==> config.mk <==
export PLATFORM = sky130hd
export DESIGN_NAME = rtp_media_header_parser
export DESIGN_NICKNAME = d
export VERILOG_FILES = /design/src/rtl/rtpmhp_pkg.sv /design/src/rtl/rtpmhp_front.sv /design/src/rtl/rtpmhp_queue.sv /design/src/rtl/rtpmhp_back.sv /design/src/rtl/rtp_media_header_parser.sv
export SDC_FILE = /design/constraint.sdc
export NUM_CORES = 1
export LEC_CHECK = 0
export BUFFER_PORTS_ARGS = -buffer_cell sky130_fd_sc_hd__buf_2
export CAP_MARGIN = 15
export CELL_PAD_IN_SITES_DETAIL_PLACEMENT = 2
export CELL_PAD_IN_SITES_GLOBAL_PLACEMENT = 2
export CORE_MARGIN = 2
export CORE_UTILIZATION = 45
export CTS_CLUSTER_DIAMETER = 150
export DETAILED_ROUTE_END_ITERATION = 7
export PLACE_DENSITY_LB_ADDON = 0.08
export SLEW_MARGIN = 20
export SYNTH_ARGS = -nofsm -noshare
export SYNTH_HDL_FRONTEND = slang
export SYNTH_SLANG_ARGS = --single-unit
==> constraint.sdc <==
create_clock -name aclk -period 6.3 [get_ports aclk]
set_input_delay 1.26 -clock aclk [delete_from_list [all_inputs] [get_ports aclk]]
set_output_delay 1.26 -clock aclk [all_outputs]
set_load 0.1 [all_outputs]
==> src/rtl/rtpmhp_pkg.sv <==
package rtpmhp_pkg;

    // Packet length bound; longer packets are flagged invalid
    localparam int unsigned MAX_PACKET_BYTES = 2048;

    localparam int unsigned POS_W  = 12;           // byte index, saturating
    localparam int unsigned SIZE_W = POS_W + 1;    // byte count of a packet
    localparam int unsigned HDR_W  = 19;           // header end incl. extension body
    localparam int unsigned QUEUE_DEPTH = 2;

    localparam logic [POS_W-1:0] POS_MAX = '1;

    localparam int unsigned BASE_HDR_BYTES   = 12;
    localparam int unsigned EXT_HDR_BYTES    = 4;
    localparam int unsigned MIN_PACKET_BYTES = 12;
    localparam int unsigned SSRC_FIRST_POS   = 8;
    localparam int unsigned SSRC_LAST_POS    = 11;
    localparam int unsigned EXT_LEN_HI_OFS   = 2;
    localparam int unsigned EXT_LEN_LO_OFS   = 3;

    localparam logic [1:0] RTP_VERSION = 2'd2;
    localparam logic [6:0] PT_CTRL_LO  = 7'd72;
    localparam logic [6:0] PT_CTRL_HI  = 7'd76;

    // Per-packet summary handed from the byte front end to the checker
    typedef struct packed {
        logic [SIZE_W-1:0] size;
        logic              too_long;
        logic [7:0]        first_byte;
        logic [6:0]        ptype;
        logic [31:0]       ssrc;
        logic [15:0]       ext_words;
        logic [7:0]        last_byte;
        logic              aead_mode;
    } summary_t;

    typedef struct packed {
        logic full;
        logic empty;
    } queue_stat_t;

    typedef struct packed {
        logic        status;
        logic        media_ok;
        logic [11:0] payload_offset;
        logic [11:0] payload_length;
        logic [6:0]  aad_length;
        logic [17:0] ext_body_length;
        logic [31:0] sync_source;
    } result_t;

endpackage

==> src/rtl/rtpmhp_front.sv <==
module rtpmhp_front (
    input  logic                 aclk,
    input  logic                 aresetn,
    input  logic                 byte_acc,
    input  logic [7:0]           pkt_byte,
    input  logic                 end_of_packet,
    input  logic                 aead_mode,
    output logic                 push,
    output rtpmhp_pkg::summary_t push_data
);
    import rtpmhp_pkg::*;

    logic [POS_W-1:0] pos_reg, pos_next;
    logic [7:0]       first_reg, first_next;
    logic [6:0]       ptype_reg, ptype_next;
    logic [31:0]      ssrc_reg, ssrc_next;
    logic [15:0]      ext_reg, ext_next;
    logic             too_long_reg, too_long_next;

    logic [7:0]       first_upd;
    logic [6:0]       ptype_upd;
    logic [31:0]      ssrc_upd;
    logic [15:0]      ext_upd;
    logic             too_long_upd;
    logic [6:0]       hdr_bytes;
    logic [POS_W-1:0] ext_hi_pos;
    logic [POS_W-1:0] ext_lo_pos;

    assign hdr_bytes  = 7'(BASE_HDR_BYTES) + {1'b0, first_reg[3:0], 2'b00};
    assign ext_hi_pos = {{(POS_W-7){1'b0}}, hdr_bytes} + POS_W'(EXT_LEN_HI_OFS);
    assign ext_lo_pos = {{(POS_W-7){1'b0}}, hdr_bytes} + POS_W'(EXT_LEN_LO_OFS);

    // Capture header fields as their bytes go by
    always_comb begin
        first_upd    = (pos_reg == '0) ? pkt_byte : first_reg;
        ptype_upd    = (pos_reg == POS_W'(1)) ? pkt_byte[6:0] : ptype_reg;
        ssrc_upd     = ssrc_reg;
        ext_upd      = ext_reg;
        too_long_upd = too_long_reg | (pos_reg >= POS_W'(MAX_PACKET_BYTES));
        if (pos_reg >= POS_W'(SSRC_FIRST_POS) && pos_reg <= POS_W'(SSRC_LAST_POS)) begin
            ssrc_upd = {ssrc_reg[23:0], pkt_byte};
        end
        if (pos_reg == ext_hi_pos) begin
            ext_upd = {pkt_byte, ext_reg[7:0]};
        end
        if (pos_reg == ext_lo_pos) begin
            ext_upd = {ext_reg[15:8], pkt_byte};
        end
    end

    always_comb begin
        pos_next      = pos_reg;
        first_next    = first_reg;
        ptype_next    = ptype_reg;
        ssrc_next     = ssrc_reg;
        ext_next      = ext_reg;
        too_long_next = too_long_reg;
        if (byte_acc) begin
            if (end_of_packet) begin
                pos_next      = '0;
                first_next    = '0;
                ptype_next    = '0;
                ssrc_next     = '0;
                ext_next      = '0;
                too_long_next = 1'b0;
            end else begin
                pos_next      = (pos_reg == POS_MAX) ? pos_reg : pos_reg + POS_W'(1);
                first_next    = first_upd;
                ptype_next    = ptype_upd;
                ssrc_next     = ssrc_upd;
                ext_next      = ext_upd;
                too_long_next = too_long_upd;
            end
        end
    end

    always_ff @(posedge aclk) begin
        if (!aresetn) begin
            pos_reg      <= '0;
            first_reg    <= '0;
            ptype_reg    <= '0;
            ssrc_reg     <= '0;
            ext_reg      <= '0;
            too_long_reg <= 1'b0;
        end else begin
            pos_reg      <= pos_next;
            first_reg    <= first_next;
            ptype_reg    <= ptype_next;
            ssrc_reg     <= ssrc_next;
            ext_reg      <= ext_next;
            too_long_reg <= too_long_next;
        end
    end

    assign push                = byte_acc & end_of_packet;
    assign push_data.size      = {1'b0, pos_reg} + SIZE_W'(1);
    assign push_data.too_long  = too_long_upd;
    assign push_data.first_byte = first_upd;
    assign push_data.ptype     = ptype_upd;
    assign push_data.ssrc      = ssrc_upd;
    assign push_data.ext_words = ext_upd;
    assign push_data.last_byte = pkt_byte;
    assign push_data.aead_mode = aead_mode;

endmodule

==> src/rtl/rtpmhp_queue.sv <==
module rtpmhp_queue (
    input  logic                    aclk,
    input  logic                    aresetn,
    input  logic                    push,
    input  rtpmhp_pkg::summary_t    push_data,
    input  logic                    pop,
    output rtpmhp_pkg::summary_t    head_data,
    output rtpmhp_pkg::queue_stat_t stat
);
    import rtpmhp_pkg::*;

    localparam int unsigned PTR_W = $clog2(QUEUE_DEPTH);

    summary_t         entry_reg [QUEUE_DEPTH];
    logic [PTR_W-1:0] wr_ptr_reg, wr_ptr_next;
    logic [PTR_W-1:0] rd_ptr_reg, rd_ptr_next;
    logic [PTR_W:0]   count_reg, count_next;

    always_comb begin
        wr_ptr_next = push ? wr_ptr_reg + PTR_W'(1) : wr_ptr_reg;
        rd_ptr_next = pop ? rd_ptr_reg + PTR_W'(1) : rd_ptr_reg;
        unique case ({push, pop})
            2'b10:   count_next = count_reg + (PTR_W+1)'(1);
            2'b01:   count_next = count_reg - (PTR_W+1)'(1);
            default: count_next = count_reg;
        endcase
    end

    always_ff @(posedge aclk) begin
        if (!aresetn) begin
            wr_ptr_reg <= '0;
            rd_ptr_reg <= '0;
            count_reg  <= '0;
        end else begin
            wr_ptr_reg <= wr_ptr_next;
            rd_ptr_reg <= rd_ptr_next;
            count_reg  <= count_next;
        end
    end

    always_ff @(posedge aclk) begin
        if (push) begin
            entry_reg[wr_ptr_reg] <= push_data;
        end
    end

    assign head_data  = entry_reg[rd_ptr_reg];
    assign stat.full  = (count_reg == (PTR_W+1)'(QUEUE_DEPTH));
    assign stat.empty = (count_reg == '0);

endmodule

==> src/rtl/rtpmhp_back.sv <==
module rtpmhp_back (
    input  logic                 aclk,
    input  logic                 aresetn,
    input  logic                 head_valid,
    input  rtpmhp_pkg::summary_t head_data,
    output logic                 pop,
    output logic                 out_valid,
    input  logic                 out_ready,
    output rtpmhp_pkg::result_t  out_data
);
    import rtpmhp_pkg::*;

    typedef struct packed {
        logic              bad_fixed;
        logic              ctrl;
        logic [HDR_W-1:0]  hdr;
        logic [6:0]        aad;
        logic [17:0]       ext;
        logic [SIZE_W-1:0] size;
        logic [31:0]       ssrc;
        logic              pad_en;
        logic [7:0]        pad;
    } stage1_t;

    typedef struct packed {
        logic        bad_fixed;
        logic        ctrl;
        logic        bad_len;
        logic [11:0] hdr;
        logic [11:0] payload;
        logic [6:0]  aad;
        logic [17:0] ext;
        logic [31:0] ssrc;
        logic        pad_en;
        logic [7:0]  pad;
    } stage2_t;

    logic    v1_reg, v1_next, v2_reg, v2_next, v3_reg, v3_next;
    logic    en1, en2, en3;
    stage1_t s1_reg, s1_next;
    stage2_t s2_reg, s2_next;
    result_t res_reg, res_next;

    logic [6:0]        hdr0;
    logic [17:0]       ext_bytes;
    logic [HDR_W-1:0]  hdr_add;
    logic              has_ext;
    logic [HDR_W:0]    len_diff;
    logic [12:0]       pad_diff;
    logic              pad_bad;
    logic              bad_late;

    // Elastic three-stage pipe: each stage loads when it is free or drains
    assign en3 = !v3_reg || out_ready;
    assign en2 = !v2_reg || en3;
    assign en1 = !v1_reg || en2;
    assign pop = head_valid && en1;

    assign v1_next = en1 ? head_valid : v1_reg;
    assign v2_next = en2 ? v1_reg : v2_reg;
    assign v3_next = en3 ? v2_reg : v3_reg;

    // Stage 1: header end from CSRC count and extension
    always_comb begin
        has_ext   = head_data.first_byte[4];
        hdr0      = 7'(BASE_HDR_BYTES) + {1'b0, head_data.first_byte[3:0], 2'b00};
        ext_bytes = {head_data.ext_words, 2'b00};
        hdr_add   = '0;
        if (has_ext) begin
            hdr_add = head_data.aead_mode ? HDR_W'(EXT_HDR_BYTES)
                                          : HDR_W'(EXT_HDR_BYTES) + {1'b0, ext_bytes};
        end
        s1_next.bad_fixed = head_data.too_long
                          || head_data.size < SIZE_W'(MIN_PACKET_BYTES)
                          || head_data.first_byte[7:6] != RTP_VERSION;
        s1_next.ctrl   = head_data.ptype >= PT_CTRL_LO && head_data.ptype <= PT_CTRL_HI;
        s1_next.hdr    = {{(HDR_W-7){1'b0}}, hdr0} + hdr_add;
        s1_next.aad    = hdr0 + ((has_ext && head_data.aead_mode) ? 7'(EXT_HDR_BYTES) : 7'd0);
        s1_next.ext    = has_ext ? ext_bytes : '0;
        s1_next.size   = head_data.size;
        s1_next.ssrc   = head_data.ssrc;
        s1_next.pad_en = head_data.first_byte[5];
        s1_next.pad    = head_data.last_byte;
    end

    // Stage 2: payload before padding; a borrow means the header overruns
    always_comb begin
        len_diff = {{(HDR_W+1-SIZE_W){1'b0}}, s1_reg.size} - {1'b0, s1_reg.hdr};
        s2_next.bad_fixed = s1_reg.bad_fixed;
        s2_next.ctrl      = s1_reg.ctrl;
        s2_next.bad_len   = len_diff[HDR_W];
        s2_next.hdr       = s1_reg.hdr[11:0];
        s2_next.payload   = len_diff[11:0];
        s2_next.aad       = s1_reg.aad;
        s2_next.ext       = s1_reg.ext;
        s2_next.ssrc      = s1_reg.ssrc;
        s2_next.pad_en    = s1_reg.pad_en;
        s2_next.pad       = s1_reg.pad;
    end

    // Stage 3: strip padding and form the result
    always_comb begin
        pad_diff = {1'b0, s2_reg.payload} - {5'b0, s2_reg.pad};
        pad_bad  = s2_reg.pad_en && (s2_reg.payload == '0 || s2_reg.pad == '0 || pad_diff[12]);
        bad_late = s2_reg.bad_len || pad_bad;
        res_next = '0;
        if (s2_reg.bad_fixed || (!s2_reg.ctrl && bad_late)) begin
            res_next.status = 1'b1;
        end else if (!s2_reg.ctrl) begin
            res_next.media_ok        = 1'b1;
            res_next.payload_offset  = s2_reg.hdr;
            res_next.payload_length  = s2_reg.pad_en ? pad_diff[11:0] : s2_reg.payload;
            res_next.aad_length      = s2_reg.aad;
            res_next.ext_body_length = s2_reg.ext;
            res_next.sync_source     = s2_reg.ssrc;
        end
    end

    always_ff @(posedge aclk) begin
        if (!aresetn) begin
            v1_reg <= 1'b0;
            v2_reg <= 1'b0;
            v3_reg <= 1'b0;
        end else begin
            v1_reg <= v1_next;
            v2_reg <= v2_next;
            v3_reg <= v3_next;
        end
    end

    always_ff @(posedge aclk) begin
        if (en1) begin
            s1_reg <= s1_next;
        end
        if (en2) begin
            s2_reg <= s2_next;
        end
        if (en3) begin
            res_reg <= res_next;
        end
    end

    assign out_valid = v3_reg;
    assign out_data  = res_reg;

endmodule

==> src/rtl/rtp_media_header_parser.sv <==
// A packet's summary is queued at its last byte, then passes the back-end pipeline.
// Throughput: one byte per cycle while the queue has room; one result per packet.
// s_tready drops only while the 2-entry packet queue is full (the result side stalled).
// Reset: synchronous, active-low aresetn clears the byte counter, captured header
// fields, queue pointers, pipeline valids and the AEAD mode register.
module rtp_media_header_parser (
    input  logic        aclk,
    input  logic        aresetn,
    // configuration
    input  logic        cfg_wr_en,
    input  logic        cfg_wr_data,    // rtpsize_aead_mode
    // packet byte stream
    input  logic        s_tvalid,
    output logic        s_tready,
    input  logic [7:0]  s_tdata,        // [7:0] pkt_byte
    input  logic        s_tlast,        // end_of_packet
    // parse results
    output logic        m_tvalid,
    input  logic        m_tready,
    output logic [87:0] m_tdata         // [0] status, [1] media_ok,
                                        // [13:2] payload_offset, [25:14] payload_length,
                                        // [32:26] aad_length, [50:33] ext_body_length,
                                        // [82:51] sync_source, [87:83] zero
);
    import rtpmhp_pkg::*;

    logic        aead_mode_reg, aead_mode_next;
    logic        byte_acc;
    logic        push;
    logic        pop;
    summary_t    push_data;
    summary_t    head_data;
    queue_stat_t q_stat;
    result_t     res;

    // Config register: the user must write it only while the parser is idle; not enforced here
    assign aead_mode_next = cfg_wr_en ? cfg_wr_data : aead_mode_reg;

    always_ff @(posedge aclk) begin
        if (!aresetn) begin
            aead_mode_reg <= 1'b0;
        end else begin
            aead_mode_reg <= aead_mode_next;
        end
    end

    // Front end takes a word every cycle unless the queue is full
    assign s_tready = !q_stat.full;
    assign byte_acc = s_tvalid && s_tready;

    // Byte front end: track position, capture header fields, summarize at last byte
    rtpmhp_front u_front (
        .aclk          (aclk),
        .aresetn       (aresetn),
        .byte_acc      (byte_acc),
        .pkt_byte      (s_tdata),
        .end_of_packet (s_tlast),
        .aead_mode     (aead_mode_reg),
        .push          (push),
        .push_data     (push_data)
    );

    // Short queue that decouples byte intake from result back-pressure
    rtpmhp_queue u_queue (
        .aclk      (aclk),
        .aresetn   (aresetn),
        .push      (push),
        .push_data (push_data),
        .pop       (pop),
        .head_data (head_data),
        .stat      (q_stat)
    );

    // Back end: validate the summary in three registered steps
    rtpmhp_back u_back (
        .aclk       (aclk),
        .aresetn    (aresetn),
        .head_valid (!q_stat.empty),
        .head_data  (head_data),
        .pop        (pop),
        .out_valid  (m_tvalid),
        .out_ready  (m_tready),
        .out_data   (res)
    );

    // Pack the result word, first field in the low bits
    assign m_tdata = {5'b0, res.sync_source, res.ext_body_length, res.aad_length,
                      res.payload_length, res.payload_offset, res.media_ok,
                      res.status};

`ifndef SYNTHESIS
    // An invalid packet reports every other field as zero
    assert property (@(posedge aclk) disable iff (!aresetn)
        m_tvalid && m_tdata[0] |-> m_tdata[82:1] == '0)
        else $error("invalid result carries nonzero fields");

    // A decodable payload never starts inside the authenticated header
    assert property (@(posedge aclk) disable iff (!aresetn)
        m_tvalid && m_tdata[1] |-> m_tdata[13:2] >= {5'b0, m_tdata[32:26]})
        else $error("payload offset below aad length");

    // A completed packet always lands in the queue
    assert property (@(posedge aclk) disable iff (!aresetn)
        byte_acc && s_tlast |=> !q_stat.empty)
        else $error("packet summary lost at queue");

    // No result leaves right after reset
    assert property (@(posedge aclk)
        !aresetn |=> !m_tvalid)
        else $error("result valid after reset");
`endif

endmodule

# After elaboration in Yosys (flattened, before gate mapping)
# Memory sizes are Yosys's and may differ from the RTL's. A register that Yosys moved wholly into a read port is not among the register bits.
# Cells that the tools add are included.
# W data, S select, Z words.
totals:
  ff_bits: 360
  mem_bits_rw: 172
  output_inout_bits: 90
  elab_cells: 125
  mem_count: 1
memory_table:
  columns: ["memory", "words", "word_bits", "rd", "rd_ports_with_merged_regs", "wr", "line", "source"]
  rows:
  - ["u_queue.entry_reg", 2, 86, 1, 1, 1, "rtpmhp_queue.sv:14", "summary_t entry_reg [QUEUE_DEPTH];"]
classes:
  n_addsub: 15
  magnitude_cmp: 6
  eq_ne: 9
  muxes: 23
  bitwise_logic: 2
  reduce_logical: 29
op_table:
  columns: ["op", "n"]
  rows:
  - ["$mux W82", 1]
  - ["$mux W32", 2]
  - ["$mux W16", 3]
  - ["$mux W19", 2]
  - ["$mux W12", 3]
  - ["$eq A12 B12 Y1", 2]
  - ["$logic_not A12 Y1", 2]
  - ["$sub A13 B19 Y20", 1]
  - ["$add A3 B18 Y19 const A", 1]
  - ["$add A7 B19 Y19", 1]
  - ["$add A7 B2 Y8 const B", 2]
  - ["$mux W8", 2]
  - ["$add A4 B6 Y7 const A", 2]
  - ["$mux W7", 2]
  - ["$add A12 B1 Y13 const B", 1]
  - ["$lt A13 B4 Y1 const B", 1]
  - ["$sub A12 B8 Y13", 1]
  - ["$add A12 B1 Y12 const B", 1]
  - ["$eq A12 B1 Y1 const B", 1]
  - ["$eq A12 B12 Y1 const B", 1]
  - ["$ge A12 B12 Y1 const B", 1]
  - ["$ge A12 B4 Y1 const B", 1]
  - ["$le A12 B4 Y1 const B", 1]
  - ["$logic_or A1 B1 Y1", 9]
  - ["21 further kinds", 40]

# Longest topological paths before layout
logic_depth:
  word_depth: 8
  depth_mapped: 20
  depth_no_buf: 15

# By module
# From an unflattened synthesis, not the netlist that was laid out.
unflattened:
  cells_unflattened: 1419
  hier_area_um2: 21396.8
modules_own_cells:
  columns: ["module", "n_inst", "cells_each", "area_per_inst_um2"]
  rows:
  - ["rtpmhp_back", 1, 676, 10577.6]
  - ["rtpmhp_queue", 1, 290, 6581.3]
  - ["rtpmhp_front", 1, 441, 4146.5]
  - ["rtp_media_header_parser", 1, 12, 91.3]

# Least setup slack after synthesis
# OpenSTA, ideal clock, no wires.
synth_path:
  kind: "register to register"
  startpoint: "register u_queue.count_reg[0]"
  endpoint: "memory u_queue.entry_reg[0][0] in the netlist's numbering (enable)"
  t_arrival_ns: 5.244
  path_slack_ns: 0.523
  path_stages_with_launch: 5
  period_less_slack_ns: 5.777
  path_cell_list: "dfxtp_1 -> nand2b_1 -> and2_1 -> nand2_1 -> nor2_1"
synth_via:
  elab_chain_cells: 6
synth_lines:
  columns: ["element", "line", "source"]
  rows:
  - ["start, declared", "rtpmhp_queue.sv:17", "logic [PTR_W:0] count_reg, count_next;"]
  - ["start signal, assigned", "rtpmhp_queue.sv:37", "count_reg <= count_next;"]
  - ["$eq A2 B2 Y1", "rtpmhp_queue.sv:48", "assign stat.full = (count_reg == (PTR_W+1)'(QUEUE_DEPTH));"]
  - ["$logic_not A1 Y1", "rtp_media_header_parser.sv:48", "assign s_tready = !q_stat.full;"]
  - ["via s_tready", "rtp_media_header_parser.sv:14", "output logic s_tready,"]
  - ["$logic_and A1 B1 Y1", "rtp_media_header_parser.sv:49", "assign byte_acc = s_tvalid && s_tready;"]
  - ["$and A1 B1 Y1", "rtpmhp_front.sv:95", "assign push = byte_acc & end_of_packet;"]
  - ["$mux W1", "rtpmhp_queue.sv:42", "if (push) begin"]
  - ["$mux W1 (implied by the code)", "rtpmhp_queue.sv:43", "entry_reg[wr_ptr_reg] <= push_data;"]
  - ["end, declared", "rtpmhp_queue.sv:14", null]
# The timed path passes the listed nets, and every way through them passes these cells.

==> results.md <==
* Avg Inst Size Synth at 15.1 um^2
* Worst path cell trace: mux2_2 > ha_1 > inv_1 > nor2_2 > nand2_1 > xor2_1 > nor2_1 > a21oi_1 > nor2_1 > ha_1 > nor2b_1 > o2111ai_1 > nor3_1 > nand4_1 > xnor2_1
* Hold-fix buffers at CTS at 0
* Initial antenna violation count at 1
* Diode count at 0
* Worst min path class: register to register
* Pwr dens at between 400 and 500 nW/um^2
* Final count of pins violating max slew at 0
* Top delay family on crit path: simple AND/OR/NAND/NOR gates
* Setup crit start kind: register
* Part of the power in the clock network at 30.6%
* Crit-path max FO at 45
* CP max-delay cell: dfxtp_4
* Final Cycle Share at approximately 67%
* Share of layout cells above drive strength 1 at between 20% and 30%
* Synth-to-Final Area Change at 13.5%
* Combinational power share at a little under a quarter
* Max Cap Viol at 0
* FILL cells at 4343
* H-tree Lvls at 2
* Clk slew on worst S/H paths at around 0.060 ns
* Net Sw Power at 3.43 mW
* First-pass GRT wire length at 84.3 mm
* ANT nets after route at 0
* Nets at about 1600
* Core ar. at 46500 um^2
* Post-CTS Setup Bufs at 0
* Routability Congestion at 0.819
* Post-DR wirelength/cell at around 26 um
* RSZ-0062 raised after global routing: no
* Drt pass-1 iters at 5
* GRT overflow at 0
* Total GRT Usage at 23.5%
* Vias in the first global route at 13206
* Die Ht at 221 um
* Setup TNS at 0 ns
* Switching Fraction at around a third
* Cell internal pwr at roughly 6.8 mW
* Cts bufs inserted at 55
* Share of flip-flops with an asynchronous set or reset at 0%
* Crit Path Category: register to register
* Standard-cell rows at just under 80
* Seq/Total Area, Yosys at 69.1%
* Post-Syn Instances at 1400
* Initial core utilization at 45.5%
* Worst-skew pair later-pin latency at approximately 0.6 ns
* Post-Route Utilization at 51.6%
* Worst slew pin tran at 1.03 ns
* Clk sinks at between 500 and 600
* Max IR drop VDD at 336 uV
* Max Clock Freq at 237 MHz
* Number of flops mapped to enable cells by yosys at 430
* Post-Route WL at 55.9 mm
* Critical Path AT at 4.56 ns
* Run status: finished, final reports clean
* Syn Std Cell Area at ~21000 um^2
* Buffers and inverters on the worst path at 1
* DP HPWL at 37.2 mm
* Pin count of the biggest net entering global routing at between 80 and 90
* Max reg flops at 172
* PortBufs at 93
* Min Tclk post-route at 4.22 ns
* Synth warn at 0
* Vias/cell at 5.52
* # resized after CTS at 0
* Largest stage delay on the critical path at 0.77 ns
* Pleak at between 9 and 10 nW
* Synth unique cells at around 80
* Die ar. at between 40000 and 50000 um^2
* Clock skew at 0.0177 ns
* Fin. Hold Viols at 0
* CTS Root Cell: clkbuf_16
* I/O Pins at around 110
* CTS Buffer Depth at 3
* Critical Path RT at 6.63 ns
* DRT iter0 DRCs at 701
* Crit. End Element: register
* Design area at 24000 um^2
* Reg power frac at between 40% and 50%
* Placed cell area at 22200 um^2
* WHS at 0.418 ns
* Worst slew margin at 31.2%
* DRC at 0
* Die W at 221 um
* Final setup vio count at 0
* #FFs+latches synth at 515
* Via count at 11910
* TritonCTS clock tree: built
* Top FF cell, synth: edfxtp_1
## power by group through the flow
stage / sequential [mW] / combinational [mW] / clock [mW]
floorplan: 5.27 / 1.14 / 0
global placement: 4.66 / 2.29 / 0
detailed placement: 4.74 / 2.43 / 0
CTS: 4.68 / 2.46 / 3.20
global route: 4.72 / 2.60 / 3.33
finish: 4.67 / 2.44 / 3.13
## synth_stat cells (4+ instances only)
master / number / share of area, %
a211oi_1: 9 / 0.32
a21boi_0: 8 / 0.28
a21o_1: 6 / 0.21
a21oi_1: 24 / 0.57
a22oi_1: 62 / 2.2
a22oi_2: 8 / 0.47
and2_1: 74 / 2.2
and3_1: 13 / 0.38
buf_1: 4 / 0.071
buf_2: 15 / 0.36
buf_4: 11 / 0.39
buf_6: 4 / 0.21
clkbuf_1: 34 / 0.60
dfxtp_1: 85 / 8.1
edfxtp_1: 430 / 61
ha_1: 34 / 2.0
inv_1: 42 / 0.75
mux2_2: 116 / 6.2
mux2_4: 8 / 0.57
mux2i_1: 20 / 0.95
nand2_1: 43 / 0.76
nand2b_1: 5 / 0.15
nand3_1: 20 / 0.47
nand3b_1: 7 / 0.25
nor2_1: 48 / 0.85
nor2b_1: 87 / 2.6
nor3_1: 15 / 0.36
nor3b_1: 4 / 0.14
nor4_1: 8 / 0.24
o21a_1: 5 / 0.18
o21ai_0: 29 / 0.69
or2_2: 5 / 0.15
or3_1: 5 / 0.15
xnor2_1: 27 / 1.1
xor2_1: 22 / 0.91
## metrics by stage
| stage | worst slack, ns | power [mW] | std cells |
|---|---|---|---|
| after floorplan | 0.523 | 6.41 | 1410 |
| after global placement | 2.48 | 6.95 | 2056 |
| after detailed placement | 2.28 | 7.17 | 2056 |
| after CTS | 2.10 | 10.3 | 2158 |
| after global routing | 1.80 | 10.7 | 2159 |
| final | 2.08 | 10.2 | 2159 |
## cell families (layout without fill, tap and decap cells)
group | after synthesis | after routing | synth area share [%]
AO/OA/AOI/OAI | 180 | 180 | 6.13
XOR/XNOR | 49 | 49 | 2.03
adder cells (fa/ha/maj) | 37 | 37 | 2.30
buffers and inverters | 111 | 253 | 2.40
flip-flops | 515 | 515 | 69.1
multiplexers | 147 | 147 | 7.92
other | 1 | 11 | 0.0177
AND/OR/NAND/NOR | 360 | 360 | 10.1
## layout make-up
| type | count | area (um^2) | area share [%] |
|---|---|---|---|
| flip-flops and latches | 515 | 14600 | 61.0 |
| clock inverters | 15 | 118 | 0.490 |
| clock buffers | 87 | 1630 | 6.79 |
| multi-input cells | 784 | 6100 | 25.4 |
| inverters | 43 | 163 | 0.678 |
| repair buffers | 108 | 598 | 2.49 |
| well taps | 607 | 759 | 3.17 |
## layer usage
metal	track usage, %	up-vias	share of wire (%)
met1	31.1	6175	44
met2	40.4	238	51
met4	5.73	0	2.0
li1	-	5422	-
met5	0	-	0
met3	3.82	75	3.6
## worst paths after layout
| path | cells past startpoint | slack, ns | start | to |
|---|---|---|---|---|
| worst max-delay path | 15 | 2.08 | register | u_back.s1_reg[95] |
| worst min-delay path | 0 | 0.42 | u_back.s1_reg[78] | u_back.s2_reg[65] |
| worst max register to register | 15 | 2.08 | register | u_back.s1_reg[95] |
| worst min register to register | 0 | 0.42 | u_back.s1_reg[78] | u_back.s2_reg[65] |
## cell usage in the layout, fill, tap and decap left out, types with 40 or more instances in the layout
| cell type | n |
|---|---|
| inv_1 | 40 |
| clkbuf_16 | 57 |
| and2_1 | 74 |
| dfxtp_1 | 84 |
| nand2_1 | 40 |
| edfxtp_1 | 430 |
| buf_2 | 93 |
| nor2b_1 | 87 |
| nor2_1 | 46 |
| a22oi_1 | 62 |
| mux2_2 | 116 |
Power figures use the tool's default switching activity.
